$ cat src/hw/rtl/stack_machine_execute_assert.svh
`ifndef STACK_MACHINE_EXECUTE_ASSERT_SVH
`define STACK_MACHINE_EXECUTE_ASSERT_SVH
// assertion helpers, clocked on clk and disabled in reset
`define SME_ASSERT(label, prop, msg) \
    label: assert property (@(posedge clk) disable iff (!rst_n) prop) else $error(msg);
`define SME_ASSERT_NEXT(label, cond, nxt, msg) \
    label: assert property (@(posedge clk) disable iff (!rst_n) (cond) |=> (nxt)) \
        else $error(msg);
`endif

$ cat src/hw/rtl/sme_pkg.sv
package sme_pkg;
    localparam logic [4:0] OP_LOAD  = 5'd0;
    localparam logic [4:0] OP_LOADI = 5'd1;
    localparam logic [4:0] OP_STO   = 5'd2;
    localparam logic [4:0] OP_POP   = 5'd3;
    localparam logic [4:0] OP_ADD   = 5'd4;
    localparam logic [4:0] OP_SUB   = 5'd5;
    localparam logic [4:0] OP_MULT  = 5'd6;
    localparam logic [4:0] OP_DIV   = 5'd7;
    localparam logic [4:0] OP_BR    = 5'd8;
    localparam logic [4:0] OP_BRF   = 5'd9;
    localparam logic [4:0] OP_EQ    = 5'd10;
    localparam logic [4:0] OP_NOTEQ = 5'd11;
    localparam logic [4:0] OP_GT    = 5'd12;
    localparam logic [4:0] OP_LES   = 5'd13;
    localparam logic [4:0] OP_GE    = 5'd14;
    localparam logic [4:0] OP_LE    = 5'd15;
    localparam logic [4:0] OP_AND   = 5'd16;
    localparam logic [4:0] OP_OR    = 5'd17;
    localparam logic [4:0] OP_NOT   = 5'd18;
    localparam logic [4:0] OP_IN    = 5'd19;
    localparam logic [4:0] OP_OUT   = 5'd20;
    localparam logic [4:0] OP_STOP  = 5'd21;

    localparam logic [2:0] ST_OK     = 3'd0;
    localparam logic [2:0] ST_HALTED = 3'd1;
    localparam logic [2:0] ST_BADOP  = 3'd2;
    localparam logic [2:0] ST_STACK  = 3'd3;
    localparam logic [2:0] ST_DIVZ   = 3'd4;

    // controller to datapath
    typedef struct packed {
        logic clear_step;    // write one zero into data memory during clear
        logic capture;       // register input word
        logic read_ops;      // issue stack/memory reads
        logic mul_step;      // register product
        logic div_start;
        logic commit;        // apply effects and load result
    } sme_cmd_t;

    // datapath to controller
    typedef struct packed {
        logic clear_done;
        logic is_mul;
        logic is_div;
        logic div_busy;
    } sme_stat_t;
endpackage

$ cat src/hw/rtl/sme_ctrl.sv
`include "stack_machine_execute_assert.svh"
module sme_ctrl (
    input  logic               clk,
    input  logic               rst_n,
    input  logic               in_valid,
    output logic               in_stall,
    input  logic               res_stall,
    output logic               res_valid,
    output sme_pkg::sme_cmd_t  cmd_bus,
    input  sme_pkg::sme_stat_t stat_bus
);
    import sme_pkg::*;

    localparam logic [2:0] S_CLEAR = 3'd0;
    localparam logic [2:0] S_IDLE  = 3'd1;
    localparam logic [2:0] S_READ  = 3'd2;
    localparam logic [2:0] S_EXEC  = 3'd3;
    localparam logic [2:0] S_WAIT  = 3'd4;
    localparam logic [2:0] S_DONE  = 3'd5;

    logic [2:0] state_reg, state_next;
    logic       acc;

    assign in_stall  = (state_reg != S_IDLE);
    assign res_valid = (state_reg == S_DONE);
    assign acc       = in_valid && !in_stall;

    always_comb
    begin
        state_next         = state_reg;
        cmd_bus.clear_step = (state_reg == S_CLEAR);
        cmd_bus.capture    = acc;
        cmd_bus.read_ops   = (state_reg == S_READ);
        cmd_bus.mul_step   = (state_reg == S_EXEC);
        cmd_bus.div_start  = 1'b0;
        cmd_bus.commit     = 1'b0;
        unique case (state_reg)
            S_CLEAR:
            begin
                if (stat_bus.clear_done)
                begin
                    state_next = S_IDLE;
                end
            end
            S_IDLE:
            begin
                if (acc)
                begin
                    state_next = S_READ;
                end
            end
            S_READ:
            begin
                state_next = S_EXEC;
            end
            S_EXEC:
            begin
                if (stat_bus.is_div)
                begin
                    cmd_bus.div_start = 1'b1;
                    state_next = S_WAIT;
                end
                else if (stat_bus.is_mul)
                begin
                    state_next = S_WAIT;
                end
                else
                begin
                    cmd_bus.commit = 1'b1;
                    state_next = S_DONE;
                end
            end
            S_WAIT:
            begin
                if (!stat_bus.div_busy)
                begin
                    cmd_bus.commit = 1'b1;
                    state_next = S_DONE;
                end
            end
            S_DONE:
            begin
                if (!res_stall)
                begin
                    state_next = S_IDLE;
                end
            end
            default:
            begin
                state_next = S_IDLE;
            end
        endcase
    end

    always_ff @(posedge clk or negedge rst_n)
    begin
        if (!rst_n)
        begin
            state_reg <= S_CLEAR;
        end
        else
        begin
            state_reg <= state_next;
        end
    end

    `SME_ASSERT_NEXT(a_acc_read, acc, state_reg == S_READ, "accepted word not read")
    `SME_ASSERT(a_one_commit, !(cmd_bus.commit && cmd_bus.capture), "commit during capture")
    `SME_ASSERT_NEXT(a_commit_done, cmd_bus.commit, res_valid, "commit without result")
endmodule

$ cat config.mk
export PLATFORM = sky130hd
export DESIGN_NAME = sme_ctrl
export DESIGN_NICKNAME = d
export VERILOG_FILES = /design/src/hw/rtl/sme_pkg.sv /design/src/hw/rtl/sme_ctrl.sv
export VERILOG_INCLUDE_DIRS = /design/src /design/src/hw/rtl
export SDC_FILE = /design/constraint.sdc
export NUM_CORES = 1
export LEC_CHECK = 0
export ABC_AREA = 1
export BUFFER_PORTS_ARGS = -buffer_cell sky130_fd_sc_hd__buf_2
export CORE_AREA = 2 2 39 41
export CTS_CLUSTER_DIAMETER = 60
export DETAILED_ROUTE_END_ITERATION = 12
export DIE_AREA = 0 0 41 43
export GPL_TIMING_DRIVEN = 1
export MAX_ROUTING_LAYER = met4
export PLACE_DENSITY = 0.49
export SYNTH_ARGS = -nofsm -noshare
export SYNTH_HDL_FRONTEND = slang
export SYNTH_SLANG_ARGS = --single-unit
$ cat constraint.sdc
create_clock -name clk -period 1.8 [get_ports clk]
set_input_delay 0.36 -clock clk [delete_from_list [all_inputs] [get_ports clk]]
set_output_delay 0.36 -clock clk [all_outputs]
set_load 0.02 [all_outputs]
## After elaboration in Yosys (flattened, before gate mapping)

Cells that the tools add are included.

| word-level totals | value |
|---|---|
| word-level logic and storage cells | 28 |
| output and inout bits | 8 |
| bits in registers | 3 |

| operators by class | value |
|---|---|
| multiplexer cells | 13 |
| equality and inequality tests | 10 |
| reductions and logical operators | 4 |

Operator list:

| cell | count |
|---|---|
| 3-bit case mux with 6 select lines | 1 |
| 3-bit 2-to-1 mux | 4 |
| 1-bit 2-to-1 mux | 7 |
| 3-bit by 2-bit equality test with 1-bit output (second input constant) | 2 |
| 3-bit equality test (second input constant) | 2 |
| 2-bit != test (second input constant) | 3 |
| 4-bit AND reduction | 1 |
| 3-bit by 1-bit equality test with 1-bit output (second input constant) | 1 |
| 3-bit logical NOT | 1 |
| 3-bit by 1-bit != test with 1-bit output (second input constant) | 1 |
| 2-bit by 1-bit != test with 1-bit output (second input constant) | 1 |
| 1-bit case mux with 2 select lines | 1 |
| 1-bit logical AND | 1 |
| 1-bit logical NOT | 1 |

## Longest topological paths before layout

Gate-level depths: netlist of the first run.

| logic depth | value |
|---|---|
| depth after elaboration | 5 |
| depth in mapped cells | 7 |
| gate-level depth less buffers | 7 |

## Worst setup path after synthesis of the first run

OpenSTA, ideal clock, no wires.

| timing | value |
|---|---|
| path kind | reg2out |
| start | register state_reg[2] |
| end | output cmd_bus[0] (netlist name) |
| setup slack | 0.306 ns |
| cell stages (with the launch flop) | 6 |
| arrival | 1.134 ns |
| cell sequence | dfrtp_1 nor2_2 nand2_1 inv_1 nand2_1 o22ai_2 |

RTL lines:

| element | RTL line | text |
|---|---|---|
| start, declared | sme_ctrl.sv:21 | `logic [2:0] state_reg, state_next;` |
| start signal, assigned | sme_ctrl.sv:103 | `state_reg <= state_next;` |
| end, declared | sme_ctrl.sv:9 | `output sme_pkg::sme_cmd_t cmd_bus,` |

==> results.tsv, run 1 <==
stage	metric	value	unit
timing	Slew Limit Fails	0	
synth	Post-Synth Adder-Cell Area	0	
worst_setup_path	CP Data Arrival Time	1.33	ns
synth	Async SR Flop Fraction	1.00	
timing	crit share post-route	0.937	
synth	Synth Net Count	49	
synth	most frequent cell after synthesis	nand2_1	
synth	register area share after synthesis	0.273	
synth	largest family of logic cells by synthesized area	simple AND/OR/NAND/NOR gates	
synth	Cell variety after synth	16	
synth	Cell Area, Synth	275	µm²
timing	minimum clock period	1.69	ns
pwr	leakage	0.255	nW
flow_run	number of max-cap violations	0	
route	DR vias	323	
pwr	Psw	0.000342	W
synth	Post-Synth Simple-Gate Area	0.464	
finish	Final Net Count	70	
pwr	VDD IR-drop max	0.581	mV
hold_path	Hold Path Origin	stat_bus[1]	
clocking	CTS root buf	clkbuf_4	
synth	Seq cells post-synth	3	
finish	layout cells sized above 1	0.475	
clocking	Worst-path clk slew	0.03	ns
pwr	internal power	0.000341	W
route	DR WL/cell	9.00	µm
pwr	sequential power share	0.204	
synth	cell taking the most area after synthesis	dfrtp_1	
timing	final hold vios	0	
route	Initial DRC Count	3	
pwr	sw frac	0.500	
grt	first-pass GRT wire length	1170	µm
clocking	Worst-Skew Late Latency	0.23	ns
floorplan	DIE WIDTH	41	µm
floorplan	DIE HEIGHT	43	µm
finish	Post-Layout Cell Count	77	
placement	Post-DP HPWL	551	µm
synth	Post-Synth XOR/XNOR Area	0	
synth	Cells after Synth	41	
finish	fillers	164	
hold_path	Hold Path Depth	4	
synth	most instantiated cells after synthesis	10 x nand2_1, 6 x inv_1, 3 x dfrtp_1, 3 x nand3_1, 3 x nor2_1	
synth	Post-synth EDFFs	0	
finish	ant diodes	0	
timing	worst setup margin	0.113	ns
grt	GR Util All Layers	0.101	
placement	GPL Wtd Cong	0.699	
clocking	CTS H-Tree Depth	1	
worst_setup_path	Setup crit start kind	flip-flop	
grt	number of global-route vias before repair	301	
route	post-route antenna net violation count	0	
clocking	CTS sink count	3	
worst_setup_path	worst r2r path cells	6	
pwr	Clock power frac	0.172	
synth	main flop type after synthesis	dfrtp_1	
synth	top cells by area, synth	dfrtp_1 27%, nand2_1 14%, inv_1 8.2%	
synth	multiplexer share of the synthesized area	0	
synth	synth warn	0	
timing	worst hold margin	0.433	ns
placement	dpl cell area	363	µm²
grt	gr ovfl total	0	
floorplan	Starting Density	0.199	
timing	Worst-Margin Slew	0.198	ns
placement	dpl ws	0.301	ns
worst_setup_path	Setup crit end kind	output pin	
worst_setup_path	CP Max Fanout	6	
placement	Buffers on Ports	15	
floorplan	Core Box Area	1380	µm²
hold_path	type of the most critical hold path	in -> reg	
worst_setup_path	Worst Setup Path Type	reg -> out	
worst_setup_path	Crit path required time	1.44	ns
finish	Area Growth Syn to Fin	50.0	%
placement	Cells after DPL	71	
finish	Sequential cell area	76.3	µm²
clocking	TritonCTS clock tree	built	
floorplan	I/O pins	16	
grt	initial antenna violation count	0	
status	status	finished clean	
synth	Yosys top cell area share	0.273	
route	number of vias per cell	4.19	
grt	largest net degree at the start of global routing	7	
timing	max frequency	593	MHz
timing	setup TNS	0	ns
clocking	CTS Buf Count	3	
finish	max FFs per register	3	
finish	area of the multi-input gates	168	µm²
timing	Setup Skew	0.00213	ns
pwr	Logic pwr share	0.624	
worst_setup_path	Critical path origin	state_reg[2]	
route	drt first pass iters	4	
finish	Design Area, Final	413	µm²
timing	final setup fails	0	
synth	post-synthesis compound-gate area fraction	0.127	
synth	Mean Syn Cell Area	6.71	µm²
route	WL final	693	µm
route	Residual DRC	0	
timing	Slew HR	0.867	
floorplan	Rows	14	
floorplan	die area	1760	µm²
clocking	clock buffer depth	2	
pwr	PwrDens	1650	nW/µm²
worst_setup_path	reg2reg start	state_reg[1]	
power by group through the flow:
stage	sequential [W]	clock (W)	combinational, W
after floorplan	0.000128	0	0.000311
after global placement	0.000136	0	0.000407
after detailed placement	0.000139	0	0.000403
after CTS	0.000138	0.000124	0.000406
after global routing	0.000144	0.000138	0.000472
final	0.000139	0.000118	0.000426
per-layer routing:
layer	part of all wire	GRT usage	wire, µm
met3	0.12	0.0524	80
met5	0	-	0
met4	0	0.0600	0
met2	0.45	0.128	312
met1	0.43	0.123	300
critical path, cell delays in order, from the launching register on:
cell and delay (ns):
dfrtp_2 0.45, nor2_4 0.15, nand2_1 0.10, inv_1 0.08
nand2_1 0.06, o22ai_2 0.08, buf_2 0.18
placed cells by master (no fill, tap or decap):
cell type and count:
nor3b_2 1, nor2_4 1, nand3_1 3, nand3_2 1, buf_2 15, nand4_1 1
inv_1 6, nor2_1 3, nor3_1 2, dlygate4sd3_1 1, nor2_2 1, inv_2 2
dfrtp_2 1, dfrtp_1 2, clkbuf_1 1, nand2_1 10, buf_4 1, clkbuf_4 3
o22ai_2 1, nand2_2 2, o21bai_1 2, o31ai_1 1
layout make-up:
| class | instances | area share |
|---|---|---|
| inverter | 8 | 0.0727 |
| multi-input combinational | 29 | 0.406 |
| timing repair buffer | 17 | 0.224 |
| sequential | 3 | 0.185 |
| tap | 16 | 0.0485 |
| clock buffer | 4 | 0.0636 |
kinds of logic after synthesis:
kind of cell / count (synthesis)
simple gates: 25
buf+inv: 9
compound gates: 4
flops: 3
path summary, 6_finish.rpt:
kind / to / slack (ns)
setup / recovery: cmd_bus[0] / 0.11
hold / removal: state_reg[0] / 0.43
setup reg to reg: state_reg[0] / 0.65
hold reg to reg: state_reg[0] / 0.69
max in group asynchronous: state_reg[2] / 1.22
min in group asynchronous: state_reg[1] / 0.46
metrics by stage:
stage | total power (W) | util
3_5_place_dp | 0.000542 | 0.262
4_1_cts | 0.000668 | 0.288
5_1_grt | 0.000755 | 0.298
2_1_floorplan | 0.000439 | -
6_report | 0.000683 | 0.298
3_3_place_gp | 0.000544 | 0.262
what timing repair did:
action	CTS	global route
buffers inserted	0	1
endpoints found under the hold margin	3	0
hold buffers	1	0
gates resized for setup	0	2
setup endpoints to repair	0	1
Power figures use the tool's default switching activity.
==> run 2, diff against run 1 <==
--- a/config.mk
+++ b/config.mk
@@ -8,13 +8,15 @@
 export LEC_CHECK = 0
 export ABC_AREA = 1
 export BUFFER_PORTS_ARGS = -buffer_cell sky130_fd_sc_hd__buf_2
-export CORE_AREA = 2 2 39 41
+export CELL_PAD_IN_SITES_DETAIL_PLACEMENT = 1
+export CELL_PAD_IN_SITES_GLOBAL_PLACEMENT = 2
+export CORE_MARGIN = 1
+export CORE_UTILIZATION = 20
 export CTS_CLUSTER_DIAMETER = 60
 export DETAILED_ROUTE_END_ITERATION = 12
-export DIE_AREA = 0 0 41 43
 export GPL_TIMING_DRIVEN = 1
 export MAX_ROUTING_LAYER = met4
-export PLACE_DENSITY = 0.49
+export PLACE_DENSITY = 0.8
 export SYNTH_ARGS = -nofsm -noshare
 export SYNTH_HDL_FRONTEND = slang
 export SYNTH_SLANG_ARGS = --single-unit
==> results.tsv, run 2 (synthesis results as in run 1) <==
stage	metric	value	unit
status	status	finished clean	
timing	Worst-Margin Slew	0.216	ns
placement	GPL Wtd Cong	0.741	
worst_setup_path	CP Data Arrival Time	1.30	ns
clocking	CTS H-Tree Depth	1	
pwr	PwrDens	1660	nW/µm²
placement	Post-DP HPWL	597	µm
timing	setup TNS	0	ns
timing	Slew HR	0.855	
route	Residual DRC	0	
worst_setup_path	reg2reg start	state_reg[1]	
finish	area of the multi-input gates	170	µm²
clocking	Worst-path clk slew	0.04	ns
finish	Area Growth Syn to Fin	50.9	%
hold_path	Hold Path Depth	4	
pwr	sw frac	0.508	
clocking	clock buffer depth	2	
clocking	TritonCTS clock tree	built	
finish	Final Net Count	70	
finish	leading cell types in the layout, fill and taps excluded	14 x buf_2, 9 x nand2_1, 6 x inv_1	
hold_path	Hold Path Origin	stat_bus[1]	
floorplan	Starting Density	0.214	
pwr	internal power	0.000338	W
finish	max FFs per register	3	
route	drt first pass iters	4	
pwr	leakage	0.258	nW
floorplan	Rows	13	
worst_setup_path	worst r2r path cells	6	
finish	final core occ	0.323	
worst_setup_path	Crit path required time	1.44	ns
route	post-route antenna net violation count	0	
hold_path	type of the most critical hold path	in -> reg	
floorplan	DIE HEIGHT	39.1	µm
timing	Setup Skew	0.00735	ns
clocking	CTS sink count	3	
pwr	sequential power share	0.195	
timing	final setup fails	0	
route	WL final	738	µm
route	number of vias per cell	4.50	
pwr	Psw	0.000350	W
timing	crit share post-route	0.922	
floorplan	Core Box Area	1280	µm²
grt	first-pass GRT wire length	1270	µm
flow_run	number of max-cap violations	0	
grt	largest net degree at the start of global routing	7	
clocking	CTS root buf	clkbuf_4	
finish	Sequential cell area	75.1	µm²
worst_setup_path	Setup crit start kind	flip-flop	
worst_setup_path	Worst Setup Path Type	reg -> out	
finish	fillers	175	
timing	minimum clock period	1.66	ns
worst_setup_path	Setup crit end kind	output pin	
clocking	Worst-Skew Late Latency	0.23	ns
route	DR WL/cell	9.71	µm
grt	gr ovfl total	0	
worst_setup_path	Reg2Reg Setup Slack	0.61	ns
route	DR vias	342	
pwr	Clock power frac	0.167	
floorplan	I/O pins	16	
timing	RSZ-0062 raised after global routing	no	
route	Initial DRC Count	4	
finish	ant diodes	0	
timing	Slew Limit Fails	0	
timing	max frequency	602	MHz
grt	initial antenna violation count	0	
timing	worst setup margin	0.140	ns
timing	final hold vios	0	
grt	number of global-route vias before repair	298	
worst_setup_path	R2R Path End	state_reg[2]	
floorplan	die area	1530	µm²
placement	Buffers on Ports	15	
clocking	CTS Buf Count	3	
worst_setup_path	CP Max Fanout	6	
placement	dpl ws	0.256	ns
finish	most common cell after layout, fill and taps aside	buf_2	
grt	GR Util All Layers	0.132	
pwr	Logic pwr share	0.638	
hold_path	end of the worst hold path	state_reg[0]	
finish	layout cells sized above 1	0.475	
floorplan	DIE WIDTH	39.1	µm
pwr	VDD IR-drop max	0.397	mV
==> run 2: cell types whose count changed in the layout (fill, tap and decap cells not counted) <==
cell and change:
nand2_2 +1, buf_4 +1, dfrtp_1 +1, dfrtp_2 -1
buf_2 -1, nand2_1 -1
==> run 2: how the worst max path moves through the flow <==
stage	start	to	slack, ns
after detailed placement	state_reg[0]	cmd_bus[0]	0.26
after global routing	state_reg[1]	cmd_bus[0]	0.008
after CTS	state_reg[0]	cmd_bus[0]	0.009
after global placement	state_reg[0]	cmd_bus[0]	0.25
final	state_reg[1]	cmd_bus[0]	0.14
after floorplan	state_reg[2]	cmd_bus[0]	0.31
==> run 2: through the flow <==
step	hold WS (ns)	total power, W	area (µm²)	std cells
floorplan	0.0644	0.000439	275	41
global placement	0.158	0.000557	369	71
detailed placement	0.160	0.000559	369	71
CTS	0.451	0.000683	405	76
global route	0.473	0.000762	415	76
finish	0.445	0.000688	415	76
==> run 2: area by class of cell <==
type	count	area share
multi-input cells	29	0.410
repair buffers	17	0.229
flip-flops and latches	3	0.181
inverters	8	0.0723
clock buffers	4	0.0633
well taps	15	0.0452
==> run 2: what timing repair did <==
action	CTS	global route
hold buffers	1	0
setup buffers	0	0
resized for setup	0	3
hold endpoints to repair	3	0
setup endpoints to repair	0	1
==> run 2: power groups by stage <==
stage	combinational, W	clock (W)	sequential, W
floorplan	0.000311	0	0.000128
global placement	0.000429	0	0.000129
detailed placement	0.000427	0	0.000131
CTS	0.000432	0.000120	0.000131
global route	0.000493	0.000129	0.000139
finish	0.000439	0.000115	0.000134
==> run 2: worst max-delay path, stage by stage (launching register included) <==
cell	delay, ns
dfrtp_1	0.43
nor2_1	0.23
nand2_1	0.11
o22ai_2	0.14
buf_4	0.15
==> run 2: metal layers <==
layer | wire length, µm | part of all wire | global-route usage
met1 | 325 | 0.44 | 0.142
met2 | 361 | 0.49 | 0.204
met3 | 37 | 0.050 | 0.0347
met4 | 13 | 0.018 | 0.103
met5 | 0 | 0 | -
